[src/lzes_pkg.sv]
// lzes_pkg: shared types, register codes and saturation helpers
// for the lorenz euler stepper; no dependencies
package lzes_pkg;

    localparam int WORD_W  = 32;
    localparam int COUNT_W = 16;
    localparam int INDEX_W = 3;
    localparam int PROD_W  = 2 * WORD_W;

    localparam logic [INDEX_W-1:0] REG_SIGMA = 3'd0;
    localparam logic [INDEX_W-1:0] REG_RHO   = 3'd1;
    localparam logic [INDEX_W-1:0] REG_BETA  = 3'd2;
    localparam logic [INDEX_W-1:0] REG_DT    = 3'd3;
    localparam logic [INDEX_W-1:0] REG_LIMIT = 3'd4;

    localparam logic [COUNT_W-1:0] LIMIT_RESET = 16'd50500;

    typedef logic signed [WORD_W-1:0] word_t;

    typedef struct packed {
        word_t value;
        logic  clamp;
    } sat_res_t;

    function automatic sat_res_t sat_wide(input logic signed [PROD_W-1:0] v);
        sat_res_t r;
        if (v > $signed({{(PROD_W-WORD_W+1){1'b0}}, {(WORD_W-1){1'b1}}}))
        begin
            r.value = {1'b0, {(WORD_W-1){1'b1}}};
            r.clamp = 1'b1;
        end
        else if (v < $signed({{(PROD_W-WORD_W+1){1'b1}}, {(WORD_W-1){1'b0}}}))
        begin
            r.value = {1'b1, {(WORD_W-1){1'b0}}};
            r.clamp = 1'b1;
        end
        else
        begin
            r.value = v[WORD_W-1:0];
            r.clamp = 1'b0;
        end
        return r;
    endfunction

    function automatic sat_res_t sat_sum(input logic signed [WORD_W:0] v);
        sat_res_t r;
        if (v[WORD_W] != v[WORD_W-1])
        begin
            r.value = {v[WORD_W], {(WORD_W-1){~v[WORD_W]}}};
            r.clamp = 1'b1;
        end
        else
        begin
            r.value = v[WORD_W-1:0];
            r.clamp = 1'b0;
        end
        return r;
    endfunction

endpackage

[src/lzes_ifs.sv]
// lzes_ifs: request, result and register-write channels of the stepper
// depends on lzes_pkg
interface lzes_in_if;
    logic valid;
    logic ready;
    logic restart;

    modport source (output valid, output restart, input ready);
    modport sink (input valid, input restart, output ready);
endinterface

interface lzes_out_if;
    logic                           valid;
    logic                           ready;
    logic signed [lzes_pkg::WORD_W-1:0] x_value;
    logic signed [lzes_pkg::WORD_W-1:0] y_value;
    logic signed [lzes_pkg::WORD_W-1:0] z_value;
    logic [lzes_pkg::COUNT_W-1:0]   steps_done;
    logic                           limit_reached;
    logic                           saturated;

    modport source (output valid, output x_value, output y_value, output z_value,
                    output steps_done, output limit_reached, output saturated,
                    input ready);
    modport sink (input valid, input x_value, input y_value, input z_value,
                  input steps_done, input limit_reached, input saturated,
                  output ready);
endinterface

interface lzes_cfg_if;
    logic                          valid;
    logic                          ready;
    logic [lzes_pkg::INDEX_W-1:0]  index;
    logic [lzes_pkg::WORD_W-1:0]   data;

    modport source (output valid, output index, output data, input ready);
    modport sink (input valid, input index, input data, output ready);
endinterface

[src/lorenz_euler_stepper.sv]
// lorenz_euler_stepper: one forward-euler step of the lorenz system per request below the step limit;
// restart requests reload the origin; depends on lzes_pkg, lzes_ifs and lzes_fmul
//
//   channel   dir   contents
//   req_in    in    restart
//   res_out   out   x_value y_value z_value steps_done limit_reached saturated
//   cfg       in    index data (sigma, rho, beta, dt, step limit)
//
// a step request latches differences, runs the phases sigma to last through the
// single shared multiplier (seven products, issue and writeback overlapped) and
// loads the result register in done; restart and held requests skip the phases.
// reset loads default gains, origin (2,1,1) and a zero count.
// a stalled result holds the block in its final cycle; the next request is
// taken while the previous result still waits.
module lorenz_euler_stepper #(
    parameter int FRAC_BITS = 24
) (
    input  logic       clk,
    input  logic       rst_n,
    lzes_in_if.sink    req_in,
    lzes_out_if.source res_out,
    lzes_cfg_if.sink   cfg
);
    import lzes_pkg::*;

    localparam logic signed [PROD_W-1:0] ONE = 64'sd1 <<< FRAC_BITS;
    localparam sat_res_t SIGMA_R = sat_wide(64'sd10 * ONE);
    localparam sat_res_t RHO_R   = sat_wide(64'sd28 * ONE);
    localparam sat_res_t BETA_R  = sat_wide((64'sd16 * ONE + 64'sd3) / 64'sd6);
    localparam sat_res_t DT_R    = sat_wide((64'sd6 * ONE + 64'sd1000) / 64'sd2000);
    localparam sat_res_t ORGX_R  = sat_wide(64'sd2 * ONE);
    localparam sat_res_t ORG1_R  = sat_wide(ONE);

    localparam logic [1:0] ST_IDLE = 2'd0;
    localparam logic [1:0] ST_RUN  = 2'd1;
    localparam logic [1:0] ST_DONE = 2'd2;

    localparam logic [2:0] PH_SIGMA = 3'd0;
    localparam logic [2:0] PH_XRHO  = 3'd1;
    localparam logic [2:0] PH_XY    = 3'd2;
    localparam logic [2:0] PH_BETA  = 3'd3;
    localparam logic [2:0] PH_DX    = 3'd4;
    localparam logic [2:0] PH_DY    = 3'd5;
    localparam logic [2:0] PH_DZ    = 3'd6;
    localparam logic [2:0] PH_LAST  = 3'd7;

    word_t              sigma_reg, rho_reg, beta_reg, dt_reg;
    logic [COUNT_W-1:0] limit_reg;

    word_t              x_reg, y_reg, z_reg;
    logic [COUNT_W-1:0] count_reg;

    logic [1:0] state_reg;
    logic [2:0] phase_reg;
    word_t      d1_reg, d2_reg, ta_reg, tb_reg, tc_reg;
    logic       clamp_reg, held_reg;

    logic               out_valid_reg;
    word_t              out_x_reg, out_y_reg, out_z_reg;
    logic [COUNT_W-1:0] out_count_reg;
    logic               out_held_reg, out_sat_reg;

    word_t    mul_a, mul_b;
    sat_res_t mul_res;
    word_t    add_a, add_b;
    logic     add_sub;
    sat_res_t add_res;
    sat_res_t d1_res, d2_res;
    logic     req_fire, out_free;

    lzes_fmul #(
        .FRAC_BITS(FRAC_BITS)
    ) u_fmul (
        .clk  (clk),
        .op_a (mul_a),
        .op_b (mul_b),
        .res  (mul_res)
    );

    assign req_fire = req_in.valid && req_in.ready;
    assign out_free = !out_valid_reg || res_out.ready;

    assign req_in.ready = (state_reg == ST_IDLE);
    assign cfg.ready    = 1'b1;

    assign d1_res = sat_sum({y_reg[WORD_W-1], y_reg} - {x_reg[WORD_W-1], x_reg});
    assign d2_res = sat_sum({rho_reg[WORD_W-1], rho_reg} - {z_reg[WORD_W-1], z_reg});

    // operand select for the shared multiplier
    always_comb
    begin
        case (phase_reg)
            PH_SIGMA:
            begin
                mul_a = sigma_reg;
                mul_b = d1_reg;
            end
            PH_XRHO:
            begin
                mul_a = x_reg;
                mul_b = d2_reg;
            end
            PH_XY:
            begin
                mul_a = x_reg;
                mul_b = y_reg;
            end
            PH_BETA:
            begin
                mul_a = beta_reg;
                mul_b = z_reg;
            end
            PH_DX:
            begin
                mul_a = ta_reg;
                mul_b = dt_reg;
            end
            PH_DY:
            begin
                mul_a = tb_reg;
                mul_b = dt_reg;
            end
            PH_DZ:
            begin
                mul_a = tc_reg;
                mul_b = dt_reg;
            end
            default:
            begin
                mul_a = tc_reg;
                mul_b = dt_reg;
            end
        endcase
    end

    // shared adder on the writeback of the previous product
    always_comb
    begin
        add_a   = mul_res.value;
        add_b   = y_reg;
        add_sub = 1'b0;
        case (phase_reg)
            PH_XY:
            begin
                add_a   = mul_res.value;
                add_b   = y_reg;
                add_sub = 1'b1;
            end
            PH_DX:
            begin
                add_a   = tc_reg;
                add_b   = mul_res.value;
                add_sub = 1'b1;
            end
            PH_DY:
            begin
                add_a = x_reg;
                add_b = mul_res.value;
            end
            PH_DZ:
            begin
                add_a = y_reg;
                add_b = mul_res.value;
            end
            PH_LAST:
            begin
                add_a = z_reg;
                add_b = mul_res.value;
            end
            default:
            begin
                add_a   = mul_res.value;
                add_b   = y_reg;
                add_sub = 1'b0;
            end
        endcase
        add_res = add_sub ? sat_sum({add_a[WORD_W-1], add_a} - {add_b[WORD_W-1], add_b})
                          : sat_sum({add_a[WORD_W-1], add_a} + {add_b[WORD_W-1], add_b});
    end

    // configuration registers
    always_ff @(posedge clk or negedge rst_n)
    begin
        if (!rst_n)
        begin
            sigma_reg <= SIGMA_R.value;
            rho_reg   <= RHO_R.value;
            beta_reg  <= BETA_R.value;
            dt_reg    <= DT_R.value;
            limit_reg <= LIMIT_RESET;
        end
        else if (cfg.valid && cfg.ready)
        begin
            case (cfg.index)
                REG_SIGMA: sigma_reg <= cfg.data;
                REG_RHO:   rho_reg   <= cfg.data;
                REG_BETA:  beta_reg  <= cfg.data;
                REG_DT:    dt_reg    <= cfg.data;
                REG_LIMIT: limit_reg <= cfg.data[COUNT_W-1:0];
                default:   ;
            endcase
        end
    end

    // sequencer and state
    always_ff @(posedge clk or negedge rst_n)
    begin
        if (!rst_n)
        begin
            state_reg <= ST_IDLE;
            phase_reg <= PH_SIGMA;
            x_reg     <= ORGX_R.value;
            y_reg     <= ORG1_R.value;
            z_reg     <= ORG1_R.value;
            count_reg <= '0;
            clamp_reg <= 1'b0;
            held_reg  <= 1'b0;
        end
        else
        begin
            case (state_reg)
                ST_IDLE:
                begin
                    if (req_fire)
                    begin
                        phase_reg <= PH_SIGMA;
                        if (req_in.restart)
                        begin
                            x_reg     <= ORGX_R.value;
                            y_reg     <= ORG1_R.value;
                            z_reg     <= ORG1_R.value;
                            count_reg <= '0;
                            clamp_reg <= 1'b0;
                            held_reg  <= 1'b0;
                            state_reg <= ST_DONE;
                        end
                        else if (count_reg >= limit_reg)
                        begin
                            clamp_reg <= 1'b0;
                            held_reg  <= 1'b1;
                            state_reg <= ST_DONE;
                        end
                        else
                        begin
                            clamp_reg <= d1_res.clamp | d2_res.clamp;
                            held_reg  <= 1'b0;
                            state_reg <= ST_RUN;
                        end
                    end
                end
                ST_RUN:
                begin
                    phase_reg <= phase_reg + 3'd1;
                    case (phase_reg)
                        PH_XRHO:
                        begin
                            ta_reg    <= mul_res.value;
                            clamp_reg <= clamp_reg | mul_res.clamp;
                        end
                        PH_XY:
                        begin
                            tb_reg    <= add_res.value;
                            clamp_reg <= clamp_reg | mul_res.clamp | add_res.clamp;
                        end
                        PH_BETA:
                        begin
                            tc_reg    <= mul_res.value;
                            clamp_reg <= clamp_reg | mul_res.clamp;
                        end
                        PH_DX:
                        begin
                            tc_reg    <= add_res.value;
                            clamp_reg <= clamp_reg | mul_res.clamp | add_res.clamp;
                        end
                        PH_DY:
                        begin
                            x_reg     <= add_res.value;
                            clamp_reg <= clamp_reg | mul_res.clamp | add_res.clamp;
                        end
                        PH_DZ:
                        begin
                            y_reg     <= add_res.value;
                            clamp_reg <= clamp_reg | mul_res.clamp | add_res.clamp;
                        end
                        PH_LAST:
                        begin
                            z_reg     <= add_res.value;
                            clamp_reg <= clamp_reg | mul_res.clamp | add_res.clamp;
                            count_reg <= count_reg + 1'b1;
                            state_reg <= ST_DONE;
                        end
                        default: ;
                    endcase
                end
                ST_DONE:
                begin
                    if (out_free)
                    begin
                        state_reg <= ST_IDLE;
                    end
                end
                default:
                begin
                    state_reg <= ST_IDLE;
                end
            endcase
        end
    end

    always_ff @(posedge clk)
    begin
        if (state_reg == ST_IDLE && req_fire)
        begin
            d1_reg <= d1_res.value;
            d2_reg <= d2_res.value;
        end
    end

    // result register
    always_ff @(posedge clk or negedge rst_n)
    begin
        if (!rst_n)
        begin
            out_valid_reg <= 1'b0;
        end
        else if (state_reg == ST_DONE && out_free)
        begin
            out_valid_reg <= 1'b1;
        end
        else if (res_out.ready)
        begin
            out_valid_reg <= 1'b0;
        end
    end

    always_ff @(posedge clk)
    begin
        if (state_reg == ST_DONE && out_free)
        begin
            out_x_reg     <= x_reg;
            out_y_reg     <= y_reg;
            out_z_reg     <= z_reg;
            out_count_reg <= count_reg;
            out_held_reg  <= held_reg;
            out_sat_reg   <= clamp_reg;
        end
    end

    assign res_out.valid         = out_valid_reg;
    assign res_out.x_value       = out_x_reg;
    assign res_out.y_value       = out_y_reg;
    assign res_out.z_value       = out_z_reg;
    assign res_out.steps_done    = out_count_reg;
    assign res_out.limit_reached = out_held_reg;
    assign res_out.saturated     = out_sat_reg;

endmodule

[src/lzes_fmul.sv]
// lzes_fmul: shared fixed-point multiplier, registered product then
// arithmetic shift and saturation; depends on lzes_pkg
module lzes_fmul #(
    parameter int FRAC_BITS = 24
) (
    input  logic               clk,
    input  lzes_pkg::word_t    op_a,
    input  lzes_pkg::word_t    op_b,
    output lzes_pkg::sat_res_t res
);
    import lzes_pkg::*;

    logic signed [PROD_W-1:0] prod_reg;
    logic signed [PROD_W-1:0] shifted;

    always_ff @(posedge clk)
    begin
        prod_reg <= op_a * op_b;
    end

    assign shifted = prod_reg >>> FRAC_BITS;
    assign res     = sat_wide(shifted);

endmodule

[src/flat_wrapper.sv]
// flat-port wrapper written by rule: the top's interface ports become plain ports
module lorenz_euler_stepper_flat import lzes_pkg::*;
#(
    parameter int FRAC_BITS = 24
)
  (clk, rst_n, req_in_valid, req_in_restart, req_in_ready, res_out_valid, res_out_x_value, res_out_y_value, res_out_z_value, res_out_steps_done, res_out_limit_reached, res_out_saturated, res_out_ready, cfg_valid, cfg_index, cfg_data, cfg_ready);
  lzes_in_if req_in_i ();
  lzes_out_if res_out_i ();
  lzes_cfg_if cfg_i ();
  input  logic clk;
  input  logic rst_n;
  input wire logic [$bits(req_in_i.valid)-1:0] req_in_valid;
  input wire logic [$bits(req_in_i.restart)-1:0] req_in_restart;
  output wire logic [$bits(req_in_i.ready)-1:0] req_in_ready;
  output wire logic [$bits(res_out_i.valid)-1:0] res_out_valid;
  output wire logic [$bits(res_out_i.x_value)-1:0] res_out_x_value;
  output wire logic [$bits(res_out_i.y_value)-1:0] res_out_y_value;
  output wire logic [$bits(res_out_i.z_value)-1:0] res_out_z_value;
  output wire logic [$bits(res_out_i.steps_done)-1:0] res_out_steps_done;
  output wire logic [$bits(res_out_i.limit_reached)-1:0] res_out_limit_reached;
  output wire logic [$bits(res_out_i.saturated)-1:0] res_out_saturated;
  input wire logic [$bits(res_out_i.ready)-1:0] res_out_ready;
  input wire logic [$bits(cfg_i.valid)-1:0] cfg_valid;
  input wire logic [$bits(cfg_i.index)-1:0] cfg_index;
  input wire logic [$bits(cfg_i.data)-1:0] cfg_data;
  output wire logic [$bits(cfg_i.ready)-1:0] cfg_ready;
  assign req_in_i.valid = req_in_valid;
  assign req_in_i.restart = req_in_restart;
  assign req_in_ready = req_in_i.ready;
  assign res_out_valid = res_out_i.valid;
  assign res_out_x_value = res_out_i.x_value;
  assign res_out_y_value = res_out_i.y_value;
  assign res_out_z_value = res_out_i.z_value;
  assign res_out_steps_done = res_out_i.steps_done;
  assign res_out_limit_reached = res_out_i.limit_reached;
  assign res_out_saturated = res_out_i.saturated;
  assign res_out_i.ready = res_out_ready;
  assign cfg_i.valid = cfg_valid;
  assign cfg_i.index = cfg_index;
  assign cfg_i.data = cfg_data;
  assign cfg_ready = cfg_i.ready;
  lorenz_euler_stepper #(.FRAC_BITS(FRAC_BITS)) u_core (.clk(clk), .rst_n(rst_n), .req_in(req_in_i), .res_out(res_out_i), .cfg(cfg_i));
endmodule
[config.mk]
export PLATFORM = sky130hd
export DESIGN_NAME = lorenz_euler_stepper_flat
export DESIGN_NICKNAME = d
export VERILOG_FILES = /design/src/lzes_pkg.sv /design/src/lzes_ifs.sv /design/src/lorenz_euler_stepper.sv /design/src/lzes_fmul.sv /design/src/flat_wrapper.sv
export SDC_FILE = /design/constraint.sdc
export NUM_CORES = 2
export LEC_CHECK = 0
export BUFFER_PORTS_ARGS = -buffer_cell sky130_fd_sc_hd__buf_2
export CAP_MARGIN = 5
export CORE_ASPECT_RATIO = 1.1
export CORE_MARGIN = 2
export CORE_UTILIZATION = 47
export DETAILED_ROUTE_END_ITERATION = 12
export PLACE_DENSITY = 0.62
export SYNTH_ARGS = -nofsm -noshare
export SYNTH_HDL_FRONTEND = slang
export SYNTH_SLANG_ARGS = --single-unit
export TNS_END_PERCENT = 1
[constraint.sdc]
create_clock -name clk -period 26.3 [get_ports clk]
set_input_delay 2.63 -clock clk [delete_from_list [all_inputs] [get_ports clk]]
set_output_delay 2.63 -clock clk [all_outputs]
set_load 0.05 [all_outputs]
==> After elaboration in Yosys (flattened, before gate mapping) <==
Index checks and enable logic that the tools add are counted.
{ "op_classes": {"eq_ne": 24, "magnitude_cmp": 3, "reduce_logical": 31, "n_mux": 44, "mul": 1, "n_bitwise": 7, "n_addsub": 6} }
{ "op_table": {"columns": ["cell", "n"], "rows": [
  ["32-bit two-way mux", 8],
  ["32-bit one-hot mux with 2 select lines", 4],
  ["32-bit one-hot mux with 4 select lines", 2],
  ["33-bit two-way mux", 7],
  ["32-bit one-hot mux with 5 select lines", 1],
  ["32-bit by 32-bit subtractor with 33-bit output", 3],
  ["32-bit by 32-bit multiplier with 64-bit output", 1],
  ["16-bit two-way mux", 3],
  ["40-bit by 32-bit > comparator with 1-bit output, second input constant", 1],
  ["40-bit by 32-bit < comparator with 1-bit output, second input constant", 1],
  ["32-bit by 32-bit adder with 33-bit output", 1],
  ["16-bit one-hot mux with 2 select lines", 1],
  ["16-bit by 1-bit adder with 16-bit output, second input constant", 1],
  ["16-bit >= comparator", 1],
  ["3-bit == test, second input constant", 5],
  ["3-bit AND reduction", 5],
  ["2-bit AND reduction", 7],
  ["3-bit by 2-bit == test with 1-bit output, second input constant", 4],
  ["4-bit AND reduction", 3],
  ["2-bit two-way mux", 5],
  ["1-bit two-way mux", 8],
  ["2-bit by 1-bit != test with 1-bit output, second input constant", 4],
  ["3-bit by 1-bit == test with 1-bit output, second input constant", 2],
  ["3-bit logical NOT", 2],
  ["20 further kinds", 36]
]} }
{ "word_totals": {"output_inout_bits": 117, "inputBits": 41, "word_cells": 142, "register_bits": 602} }

==> Longest topological paths before layout <==
{ "logic_depth": {"ltp_word": 11, "depth_mapped": 43, "depth_no_buf": 34} }

==> Hierarchy <==
A second synthesis with hierarchy kept.
{ "unflattened": {"cells_unflattened": 7006, "hier_area_um2": 68313.0} }
{ "by_module_without_submodules": {"columns": ["module", "cells_each", "area_each_um2", "seq_area_each_um2", "instances"], "rows": [
  ["lzes_fmul", 3910, 36920.4, 800.8, 1],
  ["lorenz_euler_stepper", 3096, 31392.6, 14878.0, 1]
]} }

==> Worst setup path before layout <==
Ideal clock, no wire load.
{ "synth_path": {"path_kind": "register to register", "from": "register u_core.phase_reg[2]", "to": "register u_core.u_fmul.prod_reg[63]", "required_time_ns": 26.228, "setup_time_ns": 0.072, "synth_period_minus_slack_ns": 10.531, "arrival_time_ns": 10.459, "n_path_buf": 9, "path_stages_with_launch": 41, "slack_ns": 15.769, "path_cell_list": "dfrtp_1 buf_2 inv_2 clkbuf_1 clkbuf_1 buf_1 ha_1 buf_2 buf_1 buf_1 a22oi_1 nand3_1 o21a_1 clkbuf_1 nand2_1 inv_1 fa_1 fa_1 [5 not listed] fa_1 inv_1 fa_1 fa_1 inv_1 ha_1 clkbuf_1 a21oi_1 o21bai_1 a21o_1 a21o_1 a21o_1 a21oi_1 inv_1 a21oi_1 or3b_2 a31oi_1 xnor2_1"} }
{ "synth_via": {"elab_chain_len": 4, "elab_cells_between_ends": 10, "classes_between": "mul: 1; eq/ne: 5; mux: 2; reduce/logical: 2"} }
{ "synth_rtl": {"columns": ["item", "line", "text"], "rows": [
  ["start: declaration", "lorenz_euler_stepper.sv:54", "logic [2:0] phase_reg;"],
  ["start signal: assignment", "lorenz_euler_stepper.sv:253", "phase_reg <= phase_reg + 3'd1;"],
  ["3-bit by 1-bit == test with 1-bit output or 3-bit by 2-bit == test with 1-bit output (tied branches)", "lorenz_euler_stepper.sv:92", "case (phase_reg)"],
  ["2-bit OR reduction (no line)", null, null],
  ["32-bit one-hot mux with 5 select lines", "lorenz_euler_stepper.sv:92", null],
  ["32-bit by 32-bit multiplier with 64-bit output (*)", "lzes_fmul.sv:18", "prod_reg <= op_a * op_b;"],
  ["end signal: assignment", "lzes_fmul.sv:18", null],
  ["end: declaration", "lzes_fmul.sv:13", "logic signed [PROD_W-1:0] prod_reg;"]
]} }
Every way passes the cells marked *; elsewhere a longest branch is shown, timed or not.
A chain may end at the register's enable or synchronous reset.

==> Final worst setup path <==
{ "layout_path": {"from": "register u_core.phase_reg[1]", "to": "register u_core.u_fmul.prod_reg[51]"} }
The elaborated chain is that of the path after synthesis.

==> metrics.md <==
| Metric | Value |
|---|---|
| Outcome | `completed` |
| Dominant cell type by area after synthesis | `fa_1` |
| Antenna violations before repair | `15` |
| Site Rows | `144` |
| CTS root buf | `clkbuf_16` |
| First-pass iteration count of the detailed router | `7` |
| Count of input and output buffers | `156` |
| Share of cells above drive strength 1 | `10.2%` |
| EDFF count, synth | `274` |
| Number of global-route vias before repair | `54,000` |
| Worst-path clk slew | `0.08 ns` |
| Nets | `8,311` |
| Routed WL | `251,000 microns` |
| Die X | `362 microns` |
| Max Root-Sink Buffers | `3` |
| Max cap viols | `0` |
| Final ANT Viol Nets | `0` |
| Vias | `52,600` |
| Top area cells in the synthesized netlist | `fa_1, edfxtp_1, dfrtp_1, inv_1, ha_1` |
| Starting Density | `47.3%` |
| Max Slew Vio Count | `0` |
| Tmin final | `11.83 ns` |
| Total track usage | `35.3%` |
| Crit path kind | `reg2reg` |
| FF+latch area | `15,700 sq um` |
| Setup TNS Final | `0 ns` |
| Post-CTS Setup Inserts | `0` |
| Ports | `158` |
| Cts bufs inserted | `60` |
| Syn nets | `8,278` |
| Final Hold Viols | `0` |
| Crit path max-delay cell type | `a31oi_1` |
| CP max FO | `58` |
| Core Region | `140,000 sq um` |
| Seq cells post-synth | `578` |
| CP arrival | `12.43 ns` |
| Post-synthesis cell count | `6,821` |
| Resize count post-CTS | `0` |
| Gpl congestion | `1.05` |
| Setup Skew | `0.0465 ns` |
| Hold/Removal Path Class | `reg2reg` |
| Max Fclk | `84.5 MHz` |
| Endpoints failing setup | `0` |
| Avg Inst Size Synth | `9.69 sq um` |
| Fin crit share | `45.0%` |
| WP data required | `26.90 ns` |
| CP startpoint | `u_core.phase_reg[1]` |
| Cell mode on critical path | `fa_1` |
| Fin area | `71,700 sq um` |
| CTS tree | `done` |
| R2r startpoint | `u_core.phase_reg[1]` |
| Multi-input gate area | `45,000 sq um` |
| Mapped Area | `66,100 sq um` |
| # DRC | `0` |
| Grt ovf | `0` |
| Yosys top cell area share | `32.9%` |
| Die Ht | `397 microns` |
| Worst-margin pin slew | `1.38 ns` |
| H-tree depth | `2` |
| YS warnings | `0` |
| Ys async rst share | `45.7%` |
| Filler cell count | `12,900` |
| Max reg flops | `40` |
| RSZ-0062 raised after global routing | `false` |
| Placed Area | `69,400 sq um` |
| Syn-to-layout area delta | `8.44%` |
| Clock Sinks | `578` |
| First-pass GRT wire length | `367,000 microns` |
| Hold_sp | `u_core.held_reg` |
| Yosys cell types | `111` |
| Pin count of the biggest net entering global routing | `79` |
| DRT iter0 DRCs | `5,535` |
| Vias per Instance | `6.02` |
| Top FF cell, synth | `edfxtp_1` |
| CP startpoint kind | `flop` |
| Element type at the critical path end | `flop` |
| Hold Buf Count CTS | `0` |
| HPWL after DPL | `193,000 microns` |
| CP peak stage delay | `0.85 ns` |
| Rel. slew slack | `7.84%` |
| Clk_lat worst skew | `0.68 ns` |
| WL/cell | `28.7 microns` |
| Die area | `144,000 sq um` |
| Register area share after synthesis | `23.7%` |
| Hold WS | `0.493 ns` |
routing by layer:
layer,track usage [%],routed length (microns)
met1,46.2,95100
met2,53.4,111000
met3,6.95,25200
met4,23.8,20100
met5,0,27
stage by stage:
stage | setup slack, ns | instances | util, %
2_1_floorplan | 15.77 | 6821 | -
3_3_place_gp | 14.94 | 8617 | 49.6
3_5_place_dp | 14.80 | 8617 | 49.6
4_1_cts | 14.72 | 8730 | 51.2
5_1_grt | 14.08 | 8731 | 51.2
6_report | 14.47 | 8737 | 51.3
cell families after synthesis:
group           count (synthesis)  synth area share, %
flops                         578                 23.7
xor+xnor                      176                 2.34
mux                           144                 2.43
buf+inv                      1547                 8.86
simple gates                 1788                 11.4
compound gates               1144                 11.6
fa+ha+maj                    1443                 39.5
other cells                     1              0.00567
worst max-delay path, delay by kind of cell, from the launching register on:
kind,cells,cell delay (ns)
DFF,1,0.49
adders and majority gates,10,4.92
AOI/OAI and AO/OA,11,3.50
and+or+nand+nor,3,0.76
xor gates and xnor gates,1,0.14
buffers and inverters,5,1.83
path summary, 6_finish.rpt:
kind / slack (ns) / to / cells past startpoint
min reg2reg: 0.49 / u_core.res_out.limit_reached / 0
max reg2reg: 14.47 / u_core.u_fmul.prod_reg[51] / 30
max: 14.47 / u_core.u_fmul.prod_reg[51] / 30
min: 0.49 / u_core.res_out.limit_reached / 0
max in group asynchronous: 22.56 / u_core.y_reg[21] / 3
min in group asynchronous: 1.85 / u_core.rho_reg[29] / 1
cells in the mapped netlist, types with 43 or more instances:
cell type and count:
a21o_1 93, a21oi_1 286, a22oi_1 86, a31oi_1 47
and2_1 47, clkbuf_1 301, dfrtp_1 229, edfxtp_1 274
fa_1 1085, ha_1 331, inv_1 1201, mux2_2 130
nand2_1 697, nand2b_1 48, nand3_1 67, nor2_1 728
nor2b_1 47, o21a_1 46, o21ai_0 182, o22ai_1 43
xnor2_1 134
final cells by class:
type / count / share of cell area (%)
multi-input cells: 4696 / 62.7
diodes: 7 / 0.0244
repair buffers: 314 / 2.76
clock buffers: 79 / 2.38
flip-flops and latches: 578 / 21.9
clock inverters: 34 / 0.737
inverters: 1204 / 6.31
well taps: 1825 / 3.19
placed cells by master (no fill, tap or decap), types with 47 or more instances in the layout:
cell type,instances
a21oi_1,283
ha_1,328
mux2_2,130
fa_1,1085
xnor2_1,134
nand2b_1,48
inv_1,1200
clkbuf_16,63
a31oi_1,47
edfxtp_1,274
dfrtp_1,228
o21ai_0,178
a22oi_1,86
nand3_1,66
buf_4,158
nor2_1,723
buf_2,155
nand2_1,696
a21o_1,93
Power is left out: the tool's default activity adds up to more than one toggle a clock period on the data nets, which glitch-free logic cannot reach.
